$ cat src/rtl/cft_pkg.sv
// Package: widths, parser mode codes, result kinds and result type of the tokenizer.
package cft_pkg;

  localparam int unsigned MAX_FIELD = 1024;
  localparam int unsigned CAP_W     = 11;
  localparam int unsigned CNT_W     = 10;
  localparam int unsigned CHAR_W    = 8;
  localparam int unsigned KIND_W    = 2;
  localparam int unsigned MODE_W    = 3;

  localparam logic [CAP_W-1:0] CAP_RESET = CAP_W'(256);
  localparam logic [CAP_W-1:0] CAP_MAX   = CAP_W'(MAX_FIELD);

  // parser modes
  localparam logic [MODE_W-1:0] MODE_START  = 3'd0;
  localparam logic [MODE_W-1:0] MODE_PLAIN  = 3'd1;
  localparam logic [MODE_W-1:0] MODE_QUOTED = 3'd2;
  localparam logic [MODE_W-1:0] MODE_QMARK  = 3'd3;
  localparam logic [MODE_W-1:0] MODE_CLOSED = 3'd4;
  localparam logic [MODE_W-1:0] MODE_DROP   = 3'd5;

  // result kinds
  localparam logic [KIND_W-1:0] KIND_CHAR  = 2'd0;
  localparam logic [KIND_W-1:0] KIND_COMMA = 2'd1;
  localparam logic [KIND_W-1:0] KIND_EOL   = 2'd2;
  localparam logic [KIND_W-1:0] KIND_ERR   = 2'd3;

  localparam logic [CHAR_W-1:0] CH_COMMA = 8'h2C;
  localparam logic [CHAR_W-1:0] CH_QUOTE = 8'h22;
  localparam logic [CHAR_W-1:0] CH_SPACE = 8'h20;
  localparam logic [CHAR_W-1:0] CH_TAB   = 8'h09;

  typedef struct packed {
    logic [KIND_W-1:0] kind;
    logic [CHAR_W-1:0] char_value;
    logic [CNT_W-1:0]  position;
    logic [CNT_W-1:0]  field_length;
  } cft_result_t;

  typedef struct packed {
    logic        vld;
    cft_result_t res;
  } cft_push_t;

endpackage

$ cat src/rtl/cft_if.sv
// Valid/ready channel interfaces for the tokenizer input and result streams.
interface cft_in_if import cft_pkg::*; ();
  logic              valid;
  logic              ready;
  logic [CHAR_W-1:0] char_byte;
  logic              line_end;

  modport source (output valid, output char_byte, output line_end, input ready);
  modport sink   (input valid, input char_byte, input line_end, output ready);
endinterface

interface cft_out_if import cft_pkg::*; ();
  logic              valid;
  logic              ready;
  logic [KIND_W-1:0] kind;
  logic [CHAR_W-1:0] char_value;
  logic [CNT_W-1:0]  position;
  logic [CNT_W-1:0]  field_length;

  modport source (output valid, output kind, output char_value, output position,
                  output field_length, input ready);
  modport sink   (input valid, input kind, input char_value, input position,
                  input field_length, output ready);
endinterface

$ cat src/rtl/csv_field_tokenizer.sv
// Top level of the streaming CSV field tokenizer.
//
// Takes one CSV line a character per transaction (line_end marks the end of the
// line) and gives at most one result per character: a kept field character with
// its position, a field end with the trimmed length and whether a comma or the
// line end closed it, or an error. One transaction is taken every clock cycle
// while ready is high; parser state updates on acceptance and any result is
// registered into a two-entry buffer (result register plus skid stage), which
// keeps input flowing while a result waits, so input ready drops only when two
// results are pending. field_capacity is written through cfg_we_i/cfg_data_i
// while the block is idle, which the user, not the block, ensures; values above
// 1024 act as 1024. After an error the rest of the line is dropped silently.
module csv_field_tokenizer import cft_pkg::*; (
  input  logic             clk_i,
  input  logic             rst_ni,
  input  logic             cfg_we_i,
  input  logic [CAP_W-1:0] cfg_data_i,
  cft_in_if.sink           in_i,
  cft_out_if.source        out_o
);

  logic [CAP_W-1:0] field_capacity_q;
  logic             space;
  cft_push_t        push;

  // capacity register
  always_ff @(posedge clk_i or negedge rst_ni) begin
    if (!rst_ni) begin
      field_capacity_q <= CAP_RESET;
    end else if (cfg_we_i) begin
      field_capacity_q <= cfg_data_i;
    end
  end

  // per-character decode and parser state
  cft_parse u_parse (
    .clk_i            (clk_i),
    .rst_ni           (rst_ni),
    .field_capacity_i (field_capacity_q),
    .space_i          (space),
    .in_i             (in_i),
    .push_o           (push)
  );

  // result register and skid stage
  cft_out_buf u_out_buf (
    .clk_i   (clk_i),
    .rst_ni  (rst_ni),
    .push_i  (push),
    .space_o (space),
    .out_o   (out_o)
  );

endmodule

$ cat src/rtl/cft_parse.sv
// Parser state registers and per-character decode.
module cft_parse import cft_pkg::*; (
  input  logic             clk_i,
  input  logic             rst_ni,
  input  logic [CAP_W-1:0] field_capacity_i,
  input  logic             space_i,
  cft_in_if.sink           in_i,
  output cft_push_t        push_o
);

  logic [MODE_W-1:0] mode_q, mode_d, mode_nxt;
  logic [CNT_W-1:0]  cnt_q, cnt_d;
  logic [CNT_W-1:0]  kept_q, kept_d;

  logic              acc;
  logic              eol, comma, quote, blank;
  logic [CAP_W-1:0]  cap_eff;
  logic              full;
  logic              do_store, in_quotes, do_end, do_fail;
  cft_result_t       res;
  logic              res_vld;

  assign in_i.ready = space_i;
  assign acc        = in_i.valid && space_i;

  assign eol   = in_i.line_end;
  assign comma = !eol && (in_i.char_byte == CH_COMMA);
  assign quote = !eol && (in_i.char_byte == CH_QUOTE);
  assign blank = !eol && ((in_i.char_byte == CH_SPACE) || (in_i.char_byte == CH_TAB));

  assign cap_eff = (field_capacity_i > CAP_MAX) ? CAP_MAX : field_capacity_i;
  assign full    = ({1'b0, cnt_q} + CAP_W'(1)) >= cap_eff;

  // action decode
  always_comb begin
    mode_nxt  = mode_q;
    do_store  = 1'b0;
    in_quotes = 1'b0;
    do_end    = 1'b0;
    do_fail   = 1'b0;
    case (mode_q)
      MODE_START: begin
        if (eol || comma) begin
          do_end = 1'b1;
        end else if (blank) begin
          mode_nxt = MODE_START;
        end else if (quote) begin
          mode_nxt = MODE_QUOTED;
        end else begin
          mode_nxt = MODE_PLAIN;
          do_store = 1'b1;
        end
      end
      MODE_PLAIN: begin
        if (eol || comma) do_end = 1'b1;
        else              do_store = 1'b1;
      end
      MODE_QUOTED: begin
        if (eol) begin
          do_fail = 1'b1;
        end else if (quote) begin
          mode_nxt = MODE_QMARK;
        end else begin
          do_store  = 1'b1;
          in_quotes = 1'b1;
        end
      end
      MODE_QMARK: begin
        if (quote) begin
          mode_nxt  = MODE_QUOTED;
          do_store  = 1'b1;
          in_quotes = 1'b1;
        end else if (eol || comma) begin
          do_end = 1'b1;
        end else if (blank) begin
          mode_nxt = MODE_CLOSED;
        end else begin
          do_fail = 1'b1;
        end
      end
      MODE_CLOSED: begin
        if (eol || comma) do_end = 1'b1;
        else if (!blank)  do_fail = 1'b1;
      end
      default: begin
        mode_nxt = MODE_DROP;
      end
    endcase
  end

  // state update and result build
  always_comb begin
    mode_d  = mode_nxt;
    cnt_d   = cnt_q;
    kept_d  = kept_q;
    res_vld = 1'b0;
    res     = '0;
    if (do_store) begin
      res_vld = 1'b1;
      if (full) begin
        mode_d   = MODE_DROP;
        res.kind = KIND_ERR;
      end else begin
        cnt_d          = cnt_q + CNT_W'(1);
        if (in_quotes || !blank) kept_d = cnt_q + CNT_W'(1);
        res.kind       = KIND_CHAR;
        res.char_value = in_i.char_byte;
        res.position   = cnt_q;
      end
    end else if (do_end) begin
      res_vld          = 1'b1;
      res.kind         = eol ? KIND_EOL : KIND_COMMA;
      res.field_length = kept_q;
      mode_d           = MODE_START;
      cnt_d            = '0;
      kept_d           = '0;
    end else if (do_fail) begin
      res_vld  = 1'b1;
      res.kind = KIND_ERR;
      mode_d   = eol ? MODE_START : MODE_DROP;
      if (eol) begin
        cnt_d  = '0;
        kept_d = '0;
      end
    end else if ((mode_q == MODE_DROP) && eol) begin
      mode_d = MODE_START;
      cnt_d  = '0;
      kept_d = '0;
    end
  end

  always_ff @(posedge clk_i or negedge rst_ni) begin
    if (!rst_ni) begin
      mode_q <= MODE_START;
      cnt_q  <= '0;
      kept_q <= '0;
    end else if (acc) begin
      mode_q <= mode_d;
      cnt_q  <= cnt_d;
      kept_q <= kept_d;
    end
  end

  assign push_o.vld = acc && res_vld;
  assign push_o.res = res;

endmodule

$ cat src/rtl/cft_out_buf.sv
// Result register with skid stage feeding the result channel.
module cft_out_buf import cft_pkg::*; (
  input  logic      clk_i,
  input  logic      rst_ni,
  input  cft_push_t push_i,
  output logic      space_o,
  cft_out_if.source out_o
);

  logic        out_vld_q, skid_vld_q;
  cft_result_t out_q, skid_q;
  logic        free;

  assign space_o = !skid_vld_q;
  assign free    = !out_vld_q || out_o.ready;

  always_ff @(posedge clk_i or negedge rst_ni) begin
    if (!rst_ni) begin
      out_vld_q  <= 1'b0;
      skid_vld_q <= 1'b0;
    end else if (free) begin
      if (skid_vld_q) begin
        out_vld_q  <= 1'b1;
        skid_vld_q <= 1'b0;
      end else begin
        out_vld_q  <= push_i.vld;
      end
    end else if (push_i.vld) begin
      skid_vld_q <= 1'b1;
    end
  end

  always_ff @(posedge clk_i) begin
    if (free) begin
      if (skid_vld_q)      out_q <= skid_q;
      else if (push_i.vld) out_q <= push_i.res;
    end else if (push_i.vld) begin
      skid_q <= push_i.res;
    end
  end

  assign out_o.valid        = out_vld_q;
  assign out_o.kind         = out_q.kind;
  assign out_o.char_value   = out_q.char_value;
  assign out_o.position     = out_q.position;
  assign out_o.field_length = out_q.field_length;

endmodule

$ cat src/flat_wrapper.sv
// flat-port wrapper written by rule: the top's interface ports become plain ports
module csv_field_tokenizer_flat import cft_pkg::*;
  (clk_i, rst_ni, cfg_we_i, cfg_data_i, in_i_valid, in_i_char_byte, in_i_line_end, in_i_ready, out_o_valid, out_o_kind, out_o_char_value, out_o_position, out_o_field_length, out_o_ready);
  cft_in_if in_i_i ();
  cft_out_if out_o_i ();
  input  logic clk_i;
  input  logic rst_ni;
  input  logic cfg_we_i;
  input  logic [CAP_W-1:0] cfg_data_i;
  input wire logic [$bits(in_i_i.valid)-1:0] in_i_valid;
  input wire logic [$bits(in_i_i.char_byte)-1:0] in_i_char_byte;
  input wire logic [$bits(in_i_i.line_end)-1:0] in_i_line_end;
  output wire logic [$bits(in_i_i.ready)-1:0] in_i_ready;
  output wire logic [$bits(out_o_i.valid)-1:0] out_o_valid;
  output wire logic [$bits(out_o_i.kind)-1:0] out_o_kind;
  output wire logic [$bits(out_o_i.char_value)-1:0] out_o_char_value;
  output wire logic [$bits(out_o_i.position)-1:0] out_o_position;
  output wire logic [$bits(out_o_i.field_length)-1:0] out_o_field_length;
  input wire logic [$bits(out_o_i.ready)-1:0] out_o_ready;
  assign in_i_i.valid = in_i_valid;
  assign in_i_i.char_byte = in_i_char_byte;
  assign in_i_i.line_end = in_i_line_end;
  assign in_i_ready = in_i_i.ready;
  assign out_o_valid = out_o_i.valid;
  assign out_o_kind = out_o_i.kind;
  assign out_o_char_value = out_o_i.char_value;
  assign out_o_position = out_o_i.position;
  assign out_o_field_length = out_o_i.field_length;
  assign out_o_i.ready = out_o_ready;
  csv_field_tokenizer u_core (.clk_i(clk_i), .rst_ni(rst_ni), .cfg_we_i(cfg_we_i), .cfg_data_i(cfg_data_i), .in_i(in_i_i), .out_o(out_o_i));
endmodule
$ cat config.mk
export PLATFORM = sky130hd
export DESIGN_NAME = csv_field_tokenizer_flat
export DESIGN_NICKNAME = d
export VERILOG_FILES = /design/src/rtl/cft_pkg.sv /design/src/rtl/cft_if.sv /design/src/rtl/csv_field_tokenizer.sv /design/src/rtl/cft_parse.sv /design/src/rtl/cft_out_buf.sv /design/src/flat_wrapper.sv
export SDC_FILE = /design/constraint.sdc
export NUM_CORES = 1
export LEC_CHECK = 0
export BUFFER_PORTS_ARGS = -buffer_cell sky130_fd_sc_hd__buf_4
export CORE_ASPECT_RATIO = 0.8
export CORE_MARGIN = 2
export CORE_UTILIZATION = 35
export CTS_BUF_LIST = sky130_fd_sc_hd__clkbuf_16
export DETAILED_ROUTE_END_ITERATION = 10
export PLACE_DENSITY = 0.62
export SLEW_MARGIN = 10
export SYNTH_ARGS = -nofsm -noshare
export SYNTH_HDL_FRONTEND = slang
export SYNTH_HIERARCHICAL = 1
export SYNTH_SLANG_ARGS = --single-unit
$ cat constraint.sdc
create_clock -name clk_i -period 7.39 [get_ports clk_i]
set_input_delay 0.3695 -clock clk_i [delete_from_list [all_inputs] [get_ports clk_i]]
set_output_delay 0.3695 -clock clk_i [all_outputs]
set_load 0.1 [all_outputs]
==> qor.txt, run 1 <==
HP Class = in2reg
clk buf depth = 2
Yosys cell types = 69
Max FO, Critical Path = 22
H-tree levels = 3
DIE AREA = 15800 sq um
critical path required time = 7.63 ns
filler instances = 1352
Detail Route Antenna Nets = 0
CP Class = reg2reg
layout cell share with drive strength beyond 1 = 0.293
Slew @ Worst Pin = 0.972 ns
setup_tns = 0 ns
Max-Cap Viols = 0
largest net degree at the start of global routing = 37
Tmin final = 4.21 ns
iteration count of the initial detailed-routing pass = 8
initial DRC count = 275
Fmax = 0.238 GHz
crit-path cells = ha_1, nand3_1, nor2_1, and3_1, xnor2_1, inv_1, ha_1, or3_1, a211oi_1, a211o_1, a21oi_4, a211o_1
Final Setup Violations = 0
clk_lat worst skew = 0.35 ns
compound-cell area share of the yosys netlist = 0.124
post-cts sizing count = 0
critical path's largest stage delay = 0.72 ns
highest-count cells in the layout ignoring fill and taps = edfxtp_1 (60), buf_4 (58), mux2_4 (38), dfrtp_1 (34), nand2_1 (32)
kind of end point of the critical path = flip-flop
multi-input logic area = 2250 sq um
post-synthesis cell count = 412
hpwl dp = 7620 um
Post-Syn Area = 5190 sq um
Synthesis Warnings = 6
antenna cells = 0
ys flop type = edfxtp_1
Synth area leaders = edfxtp_1 (35%), dfrtp_1 (17%), mux2_4 (11%)
DRC Markers = 3
average vias per placed instance = 5.34
Synth Area in Simple Gates = 0.150
setup repair after global routing missed its margin = no
outcome = finished with violations
clk root buf = clkbuf_16
Slew Viols, Final = 0
Hold Fails Final Rpt = 0
Post-synth EDFFs = 60
Worst Skew = 0.00601 ns
CP bufs+invs = 1
Routed WL = 10900 um
antenna violations before repair = 0
die height = 113 um
post-CTS setup buffers = 0
Lkg Pwr = 2.61 nW
post-synthesis mux area share = 0.116
Critical-path top delay cell = a211o_1
Register Area = 2710 sq um
sequential element share of the synthesized area = 0.521
Area growth, synth to finish = 16.1%
Final Non-Filler Cells = 644
first-pass GRT wire length = 18000 um
total CTS buffers = 9
crit path DAT = 4.45 ns
CP top delay family = compound AO/OA/AOI/OAI gates
total track usage = 0.145
failing checks = design-rule violations
largest family of logic cells by synthesized area = simple AND/OR/NAND/NOR gates
Final #Nets = 492
I/O pins = 57
GR Overflow Total = 0
number of global-route vias before repair = 3371
Rel. slew slack = 0.351
placed cell count = 627
port bufs = 56
Syn Nets = 449
Final Cycle Share = 0.570
share of the synthesized area in the top cell type = 0.347
Syn Area/Cell = 12.6 sq um
ys async rst share = 0.375
xor and xnor fraction of the mapped netlist area = 0.0135
commonest non-fill, non-tap cell in the layout = edfxtp_1
CP startpoint kind = flip-flop
core area = 14400 sq um
gpl congestion = 0.858
Yosys reg bits = 96
Yosys top cell by area = edfxtp_1
clock slew at reported path FFs = 0.07 ns
die width = 140 um
routed len/inst = 16.9 um
PD cells = 483 nW/um^2
peak supply drop = 0.000164 V
TritonCTS clock tree = done
CTS Sinks = 96
adder-cell share of the synthesized area = 0.0289
Row Count = 39
Starting Density = 0.361
vias = 3438
[final timing paths]
path / startpoint / endpoint / slack, ns / depth (start not counted)
setup / recovery: u_core/u_parse/cnt_q[0] / u_core/u_parse/cnt_q[1] / 3.18 / 12
hold / removal: cfg_data_i[1] / u_core/field_capacity_q[1] / 0.25 / 2
setup reg to reg: u_core/u_parse/cnt_q[0] / u_core/u_parse/cnt_q[1] / 3.18 / 12
hold reg to reg: u_core/u_parse/kept_q[1] / u_core/u_parse/kept_q[1] / 0.50 / 1
max in group asynchronous: rst_ni / u_core/u_out_buf/skid_vld_q / 6.52 / 2
min in group asynchronous: rst_ni / u_core/field_capacity_q[5] / 0.52 / 2
[logic make-up (layout without fill, tap and decap cells)]
logic type,Yosys count,in the layout
DFF,96,96
xor gates and xnor gates,8,8
adders and majority gates,12,12
buffers and inverters,39,87
muxes,41,41
and+or+nand+nor,136,136
AOI/OAI and AO/OA,80,80
[area by class of cell]
type / instances / area share
clock buffers: 9 / 0.0374
repair buffers: 59 / 0.0739
clock inverters: 7 / 0.0206
flip-flops and latches: 96 / 0.449
multi-input cells: 277 / 0.373
well taps: 184 / 0.0382
inverters: 12 / 0.00748
[sequential cells by signal, indices dropped and copies added, names as in the netlist]
| register | cells |
|---|---|
| u_core/u_out_buf/skid_q | 30 |
| u_core/field_capacity_q | 11 |
| u_core/u_out_buf/out_o.field_length | 10 |
| u_core/u_out_buf/out_o.position | 10 |
| u_core/u_parse/cnt_q | 10 |
| u_core/u_parse/kept_q | 10 |
| u_core/u_out_buf/out_o.char_value | 8 |
| u_core/u_parse/mode_q | 3 |
| u_core/u_out_buf/out_o.kind | 2 |
| u_core/u_out_buf/out_o.valid | 1 |
| u_core/u_out_buf/skid_vld_q | 1 |
[routing by layer]
| layer | routed length, um | track usage | vias up |
|---|---|---|---|
| li1 | - | - | 1639 |
| met1 | 5290 | 0.207 | 1666 |
| met2 | 4780 | 0.214 | 114 |
| met3 | 635 | 0.0385 | 19 |
| met4 | 195 | 0.0471 | 0 |
| met5 | 0 | 0 | - |
[where the power goes]
group | switching (mW) | internal [mW] | total (mW) | leakage, nW
combinational | 0.990 | 0.443 | 1.43 | 1.43
sequential | 0.140 | 0.796 | 0.936 | 1.01
clock | 0.208 | 0.335 | 0.542 | 0.172
total | 1.34 | 1.57 | 2.91 | 2.61
[metrics by stage]
step                worst slack (ns)  instance area [sq um]   util  hold WS, ns  total power, mW
floorplan                       3.66                   5190      -       0.0739             2.12
global placement                3.46                   5670  0.394        0.356             2.35
detailed placement              3.31                   5670  0.394        0.364             2.38
CTS                             3.27                   6020  0.419        0.230             2.93
global route                    2.90                   6020  0.419        0.237             3.06
finish                          3.18                   6020  0.419        0.245             2.91
[synthesized netlist by cell type, types with 6 or more instances]
cell,instances
o41ai_1,6
mux2_4,38
nor2_1,16
a211o_1,7
a21o_1,11
nand2_1,32
nand3_1,7
nor4_1,6
inv_1,11
edfxtp_1,60
and2_1,20
dfrtp_1,35
and3_1,20
clkbuf_1,12
a21oi_1,9
ha_1,12
[worst register-to-register path, cell delays in order, from the launching register on]
cell      delay, ns
dfrtp_1        0.50
ha_1           0.29
nand3_1        0.16
nor2_1         0.23
and3_1         0.23
xnor2_1        0.19
inv_1          0.10
ha_1           0.21
or3_1          0.36
a211oi_1       0.50
a211o_1        0.72
a21oi_4        0.25
a211o_1        0.37
[timing repair]
item | CTS | global route
hold buffers | 1 | 0
setup endpoints to repair | 0 | 0
endpoints found under the hold margin | 35 | 0
Note: power is estimated with default switching activity, not from simulation.
==> run 2, diff against run 1 <==
==> constraint.sdc (replaced) <==
create_clock -name clk_i -period 4.1 [get_ports clk_i]
set_input_delay 0.205 -clock clk_i [delete_from_list [all_inputs] [get_ports clk_i]]
set_output_delay 0.205 -clock clk_i [all_outputs]
set_load 0.1 [all_outputs]
==> qor.txt, run 2 (synthesis results as in run 1) <==
outcome = complete, no violations (was finished with violations)
P_sw = 2.44 mW (was 1.34 mW)
setup repair after global routing missed its margin = no (unchanged)
setup_tns = 0 ns (unchanged)
Tmin final = 3.78 ns (was 4.21 ns)
crit path DAT = 3.89 ns (was 4.45 ns)
net switching fraction of the power = 0.470 (was 0.459)
Worst Skew = 0.00826 ns (was 0.00601 ns)
die width = 140 um (unchanged)
kind of end point of the critical path = flip-flop (unchanged)
routed len/inst = 16.6 um (was 16.9 um)
hpwl dp = 7650 um (was 7620 um)
DRC Markers = 0 (was 3)
clk root buf = clkbuf_16 (unchanged)
Final Setup Violations = 0 (unchanged)
Lkg Pwr = 2.62 nW (was 2.61 nW)
max FFs per register = 30 (unchanged)
total track usage = 0.144 (was 0.145)
filler instances = 1347 (was 1352)
CP startpoint kind = flip-flop (unchanged)
number of global-route vias before repair = 3393 (was 3371)
core area = 14400 sq um (unchanged)
largest registers = u_core/u_out_buf/skid_q: 30 flops, u_core/field_capacity_q: 11 flops (unchanged)
H-tree levels = 3 (unchanged)
post-CTS setup buffers = 0 (unchanged)
cell area after layout = 6040 sq um (was 6020 sq um)
Detail Route Antenna Nets = 0 (unchanged)
Post-Place Cell Area = 5720 sq um (was 5670 sq um)
vias = 3440 (was 3438)
peak supply drop = 0.000264 V (was 0.000164 V)
sequential power share = 0.318 (was 0.321)
clk buf depth = 2 (unchanged)
CTS Sinks = 96 (unchanged)
power share of the combinational group = 0.513 (was 0.492)
initial DRC count = 290 (was 275)
r2r worst-path depth = 14 (was 12)
I/O pins = 57 (unchanged)
Max FO, Critical Path = 14 (was 22)
hold path start = cfg_data_i[2] (was cfg_data_i[1])
placed cell count = 634 (was 627)
Min-Delay Endpoint = u_core/field_capacity_q[2] (was u_core/field_capacity_q[1])
antenna violations before repair = 0 (unchanged)
commonest non-fill, non-tap cell in the layout = buf_4 (was edfxtp_1)
Hold Fails Final Rpt = 0 (unchanged)
Rel. slew slack = 0.479 (was 0.351)
highest-count cells in the layout ignoring fill and taps = buf_4 (65), edfxtp_1 (60), mux2_4 (38), dfrtp_1 (33), nand2_1 (32) (was edfxtp_1 (60), buf_4 (58), mux2_4 (38), dfrtp_1 (34), nand2_1 (32))
clk_lat worst skew = 0.36 ns (was 0.35 ns)
port bufs = 56 (unchanged)
worst r2r src = u_core/u_parse/cnt_q[0] (unchanged)
Row Count = 39 (unchanged)
DIE AREA = 15800 sq um (unchanged)
Final Non-Filler Cells = 651 (was 644)
Slew @ Worst Pin = 0.780 ns (was 0.972 ns)
first-pass GRT wire length = 17900 um (was 18000 um)
Routed WL = 10800 um (was 10900 um)
Area growth, synth to finish = 16.4% (was 16.1%)
Clock Power Share = 0.169 (was 0.186)
die height = 113 um (unchanged)
Worst R2R Setup Slack = 0.32 ns (was 3.18 ns)
TritonCTS clock tree = done (unchanged)
internal power = 2.75 mW (was 1.57 mW)
Reg with most FFs = u_core/u_out_buf/skid_q (unchanged)
Final #Nets = 499 (was 492)
PD cells = 858 nW/um^2 (was 483 nW/um^2)
GR Overflow Total = 0 (unchanged)
Fmax = 0.264 GHz (was 0.238 GHz)
clock slew at reported path FFs = 0.07 ns (about the same)
average vias per placed instance = 5.28 (was 5.34)
gpl congestion = 0.874 (was 0.858)
antenna cells = 0 (unchanged)
Final Cycle Share = 0.922 (was 0.570)
CP Class = reg2reg (unchanged)
critical path required time = 4.21 ns (was 7.63 ns)
Slew Viols, Final = 0 (unchanged)
largest net degree at the start of global routing = 37 (unchanged)
Starting Density = 0.361 (unchanged)
Max-Cap Viols = 0 (unchanged)
iteration count of the initial detailed-routing pass = 7 (was 8)
layout cell share with drive strength beyond 1 = 0.306 (was 0.293)
HP Class = in2reg (unchanged)
R2R Path End = u_core/u_out_buf/out_o.position[7] (was u_core/u_parse/cnt_q[1])
Hold Path Stages = 2 (unchanged)
total CTS buffers = 9 (unchanged)
run 2: cell count changes in the layout (fill, tap and decap cells not counted), sizes merged:
| cell | before | now |
|---|---|---|
| buf | 58 | 65 |
| bufinv | 3 | 1 |
| clkinvlp | 0 | 2 |
| clkinv | 2 | 3 |
| inv | 14 | 13 |
run 2: worst max path at each step:
| stage | startpoint | to | slack, ns | depth (start not counted) |
|---|---|---|---|---|
| finish | u_core/u_parse/cnt_q[0] | u_core/u_out_buf/out_o.position[7] | 0.32 | 14 |
| global placement | u_core/u_parse/cnt_q[0] | u_core/u_out_buf/out_o.position[3] | 0.44 | 14 |
| floorplan | u_core/u_parse/mode_q[2] | u_core/u_out_buf/out_o.char_value[0] | 0.37 | 9 |
| global route | u_core/u_parse/cnt_q[0] | u_core/u_out_buf/out_o.position[7] | 0.05 | 14 |
| detailed placement | u_core/u_parse/cnt_q[0] | u_core/u_out_buf/out_o.position[7] | 0.29 | 14 |
| CTS | u_core/u_parse/cnt_q[0] | u_core/u_out_buf/out_o.position[7] | 0.24 | 14 |
run 2: stage by stage:
| step | hold slack (ns) | setup slack, ns | utilization | total power [mW] |
|---|---|---|---|---|
| floorplan | -0.0906 | 0.368 | - | 3.82 |
| global placement | 0.195 | 0.440 | 0.397 | 4.28 |
| detailed placement | 0.196 | 0.295 | 0.397 | 4.32 |
| CTS | 0.0711 | 0.244 | 0.420 | 5.21 |
| global route | 0.0705 | 0.0534 | 0.420 | 5.45 |
| finish | 0.0819 | 0.318 | 0.420 | 5.19 |
run 2: area by class of cell:
cell class	instances	area, sq um	share of cell area
Tap cell	184	230	0.0381
Multi-Input combinational cell	277	2250	0.372
Clock buffer	9	225	0.0373
Timing Repair Buffer	66	498	0.0824
Clock inverter	7	90.1	0.0149
Sequential cell	96	2710	0.448
Inverter	12	45.0	0.00745
run 2: critical path, stage by stage (launching register included):
cell and delay (ns):
dfrtp_2 0.44, ha_1 0.25, nand3_1 0.15, nor2_1 0.22, and3_1 0.22, xnor2_1 0.16
inv_1 0.08, ha_1 0.30, nand2_1 0.07, nor4b_1 0.34, o31ai_1 0.22, a211o_1 0.39
buf_4 0.21, and3_1 0.21, mux2_4 0.26
run 2: what timing repair did:
action / in CTS / in global routing
hold buffers: 1 / 0
setup endpoints to repair: 0 / 11
endpoints found under the hold margin: 35 / 0
resized for setup: 0 / 1
run 2: routing by layer:
layer	track usage	wire length (um)	vias up
li1	-	-	1654
met1	0.209	5380	1668
met2	0.212	4690	106
met3	0.0398	614	12
met4	0.0404	143	0
met5	0	0	-
run 2: power by group through the flow:
stage	Clock, mW	Combinational (mW)	Sequential, mW
2_1_floorplan	0	1.28	2.54
3_3_place_gp	0	2.62	1.66
3_5_place_dp	0	2.65	1.67
4_1_cts	0.897	2.66	1.65
5_1_grt	0.941	2.82	1.69
6_report	0.877	2.66	1.65
==> run 3, diff against run 2 <==
--- a/config.mk
+++ b/config.mk
@@ -5,13 +5,13 @@
 export SDC_FILE = /design/constraint.sdc
 export NUM_CORES = 1
 export LEC_CHECK = 0
-export BUFFER_PORTS_ARGS = -buffer_cell sky130_fd_sc_hd__buf_4
 export CORE_ASPECT_RATIO = 0.8
 export CORE_MARGIN = 2
 export CORE_UTILIZATION = 35
 export CTS_BUF_LIST = sky130_fd_sc_hd__clkbuf_16
 export DETAILED_ROUTE_END_ITERATION = 10
-export PLACE_DENSITY = 0.62
+export DONT_BUFFER_PORTS = 1
+export PLACE_DENSITY = 0.59
 export SLEW_MARGIN = 10
 export SYNTH_ARGS = -nofsm -noshare
 export SYNTH_HDL_FRONTEND = slang
==> constraint.sdc (replaced) <==
create_clock -name clk_i -period 3.51 [get_ports clk_i]
set_input_delay 0.1755 -clock clk_i [delete_from_list [all_inputs] [get_ports clk_i]]
set_output_delay 0.1755 -clock clk_i [all_outputs]
set_load 0.1 [all_outputs]
==> qor.txt, run 3 (synthesis results as in run 1) <==
Detail Route Antenna Nets = 0 (unchanged)
clk root buf = clkbuf_16 (unchanged)
Min-Delay Endpoint = u_core/u_out_buf/skid_q[20] (was u_core/field_capacity_q[2])
HP Class = in2reg (unchanged)
Final Util = 0.418 (was 0.420)
filler instances = 1324 (was 1347)
max FFs per register = 30 (unchanged)
average vias per placed instance = 5.38 (was 5.28)
CP startpoint kind = flip-flop (unchanged)
cell area after layout = 6010 sq um (was 6040 sq um)
Max-Cap Viols = 0 (unchanged)
largest net degree at the start of global routing = 37 (unchanged)
first-pass GRT wire length = 17800 um (was 17900 um)
I/O pins = 57 (unchanged)
final setup margin = 0.172 ns (was 0.318 ns)
GR Overflow Total = 0 (unchanged)
Row Count = 39 (unchanged)
Hold Fails Final Rpt = 0 (unchanged)
layout cell share with drive strength beyond 1 = 0.224 (was 0.306)
Slew Viols, Final = 0 (unchanged)
hpwl dp = 7720 um (was 7650 um)
iteration count of the initial detailed-routing pass = 10 (was 7)
Rel. slew slack = 0.316 (was 0.479)
DRC Markers = 7 (was 0)
clk buf depth = 2 (unchanged)
die height = 113 um (unchanged)
CP Class = reg2reg (unchanged)
antenna cells = 0 (unchanged)
clk_lat worst skew = 0.35 ns (was 0.36 ns)
critical path required time = 3.61 ns (was 4.21 ns)
Reg with most FFs = u_core/u_out_buf/skid_q (unchanged)
critical path's largest stage delay = 0.38 ns (was 0.44 ns)
clock slew at reported path FFs = 0.07 ns (about the same)
H-tree levels = 3 (unchanged)
port bufs = 0 (was 56)
CTS Sinks = 96 (unchanged)
commonest non-fill, non-tap cell in the layout = edfxtp_1 (was buf_4)
Final #Nets = 478 (was 499)
Area growth, synth to finish = 15.9% (was 16.4%)
Worst Skew = 0.0102 ns (was 0.00826 ns)
Hold Path Stages = 1 (was 2)
highest-count cells in the layout ignoring fill and taps = edfxtp_1 (60), mux2_4 (38), dfrtp_1 (34), nand2_1 (32), dlygate4sd3_1 (24) (was buf_4 (65), edfxtp_1 (60), mux2_4 (38), dfrtp_1 (33), nand2_1 (32))
Lkg Pwr = 2.53 nW (was 2.62 nW)
core area = 14400 sq um (unchanged)
initial DRC count = 229 (was 290)
Starting Density = 0.361 (unchanged)
R2R Path End = u_core/u_out_buf/out_o.position[3] (was u_core/u_out_buf/out_o.position[7])
Final Cycle Share = 0.951 (was 0.922)
crit path DAT = 3.43 ns (was 3.89 ns)
kind of end point of the critical path = flip-flop (unchanged)
die width = 140 um (unchanged)
Worst R2R Setup Slack = 0.17 ns (was 0.32 ns)
Pwr Total = 5.95 mW (was 5.19 mW)
Final Setup Violations = 0 (unchanged)
Routed WL = 11000 um (was 10800 um)
crit-path cells = ha_1, nand3_1, nor2_1, and3_1, xnor2_2, inv_1, ha_1, nand2_1, nor4b_4, o31ai_2, a211o_1, buf_12, and3_1, mux2_4 (was ha_1, nand3_1, nor2_1, and3_1, xnor2_1, inv_1, ha_1, nand2_1, nor4b_1, o31ai_1, a211o_1, buf_4, and3_1, mux2_4)
antenna violations before repair = 0 (unchanged)
number of global-route vias before repair = 3256 (was 3393)
failing checks = design-rule violations
Max FO, Critical Path = 22 (was 14)
Slew @ Worst Pin = 1.03 ns (was 0.780 ns)
vias = 3391 (was 3440)
routed len/inst = 17.5 um (was 16.6 um)
total CTS buffers = 9 (unchanged)
peak supply drop = 0.000335 V (was 0.000264 V)
outcome = finished with violations (was complete, no violations)
hold path start = in_i_char_byte[0] (was cfg_data_i[2])
largest registers = u_core/u_out_buf/skid_q: 30 flops, u_core/field_capacity_q: 11 flops (unchanged)
r2r worst-path depth = 14 (unchanged)
TritonCTS clock tree = done (unchanged)
Fmax = 0.300 GHz (was 0.264 GHz)
PD cells = 989 nW/um^2 (was 858 nW/um^2)
total track usage = 0.145 (was 0.144)
Post-Place Cell Area = 5430 sq um (was 5720 sq um)
Tmin final = 3.34 ns (was 3.78 ns)
gpl congestion = 0.874 (about the same)
Critical-path top delay cell = dfrtp_1 (was dfrtp_2)
DIE AREA = 15800 sq um (unchanged)
Setup WS pre-CTS = 0.119 ns (was 0.295 ns)
worst r2r src = u_core/u_parse/cnt_q[0] (unchanged)
-- run 3: worst max-delay path by stage --
stage	from	end	slack, ns
finish	u_core/u_parse/cnt_q[0]	u_core/u_out_buf/out_o.position[3]	0.17
CTS	u_core/u_parse/cnt_q[0]	u_core/u_out_buf/out_o.position[3]	0.08
global placement	u_core/u_parse/cnt_q[0]	u_core/u_out_buf/out_o.char_value[4]	0.21
detailed placement	u_core/u_parse/cnt_q[0]	u_core/u_out_buf/out_o.position[3]	0.12
global route	u_core/u_parse/cnt_q[1]	u_core/u_out_buf/out_o.position[7]	-0.03
floorplan	u_core/u_parse/cnt_q[0]	u_core/u_out_buf/out_o.position[1]	0.05
-- run 3: final cells by class --
cell class,instances,area [sq um],share of cell area
Sequential cell,96,2710,0.450
Multi-Input combinational cell,277,2280,0.380
Timing Repair Buffer,45,452,0.0751
Tap cell,184,230,0.0383
Clock buffer,9,225,0.0374
Clock inverter,7,72.6,0.0121
Inverter,12,45.0,0.00749
-- run 3: per-layer routing --
metal | wire length [um] | global-route usage | share of wire | up-vias
li1 | - | - | - | 1626
met1 | 5520 | 0.207 | 0.50 | 1664
met2 | 4870 | 0.216 | 0.44 | 93
met3 | 521 | 0.0355 | 0.047 | 8
met4 | 138 | 0.0478 | 0.012 | 0
met5 | 0 | 0 | 0 | -
-- run 3: power by group --
group	total [mW]	internal, mW	leakage (nW)	switching (mW)
logic	1.91	0.878	1.37	1.03
registers	3.05	1.69	1.01	1.36
clock network	0.988	0.556	0.153	0.432
-- run 3: critical path: cells and delay by family (launching register included) --
family	cells	cell delay, ns
AOI/OAI and AO/OA	2	0.47
xor gates and xnor gates	1	0.18
adders and majority gates	2	0.53
buffers and inverters	2	0.27
DFF	1	0.38
muxes	1	0.27
and+or+nand+nor	6	0.99
-- run 3: per-stage QoR --
stage	hold slack, ns	setup TNS, ns	cells
global route	0.0812	-0.308	630
global placement	-0.119	0	589
CTS	0.0641	0	630
floorplan	-0.120	0	412
detailed placement	-0.119	0	589
finish	0.0834	0	630
-- run 3: repair_timing --
item | in CTS | in global routing
buffers inserted | 0 | 0
hold endpoints to repair | 49 | 0
resized for setup | 0 | 5
endpoints found under the setup margin | 0 | 46
hold buffers | 25 | 0
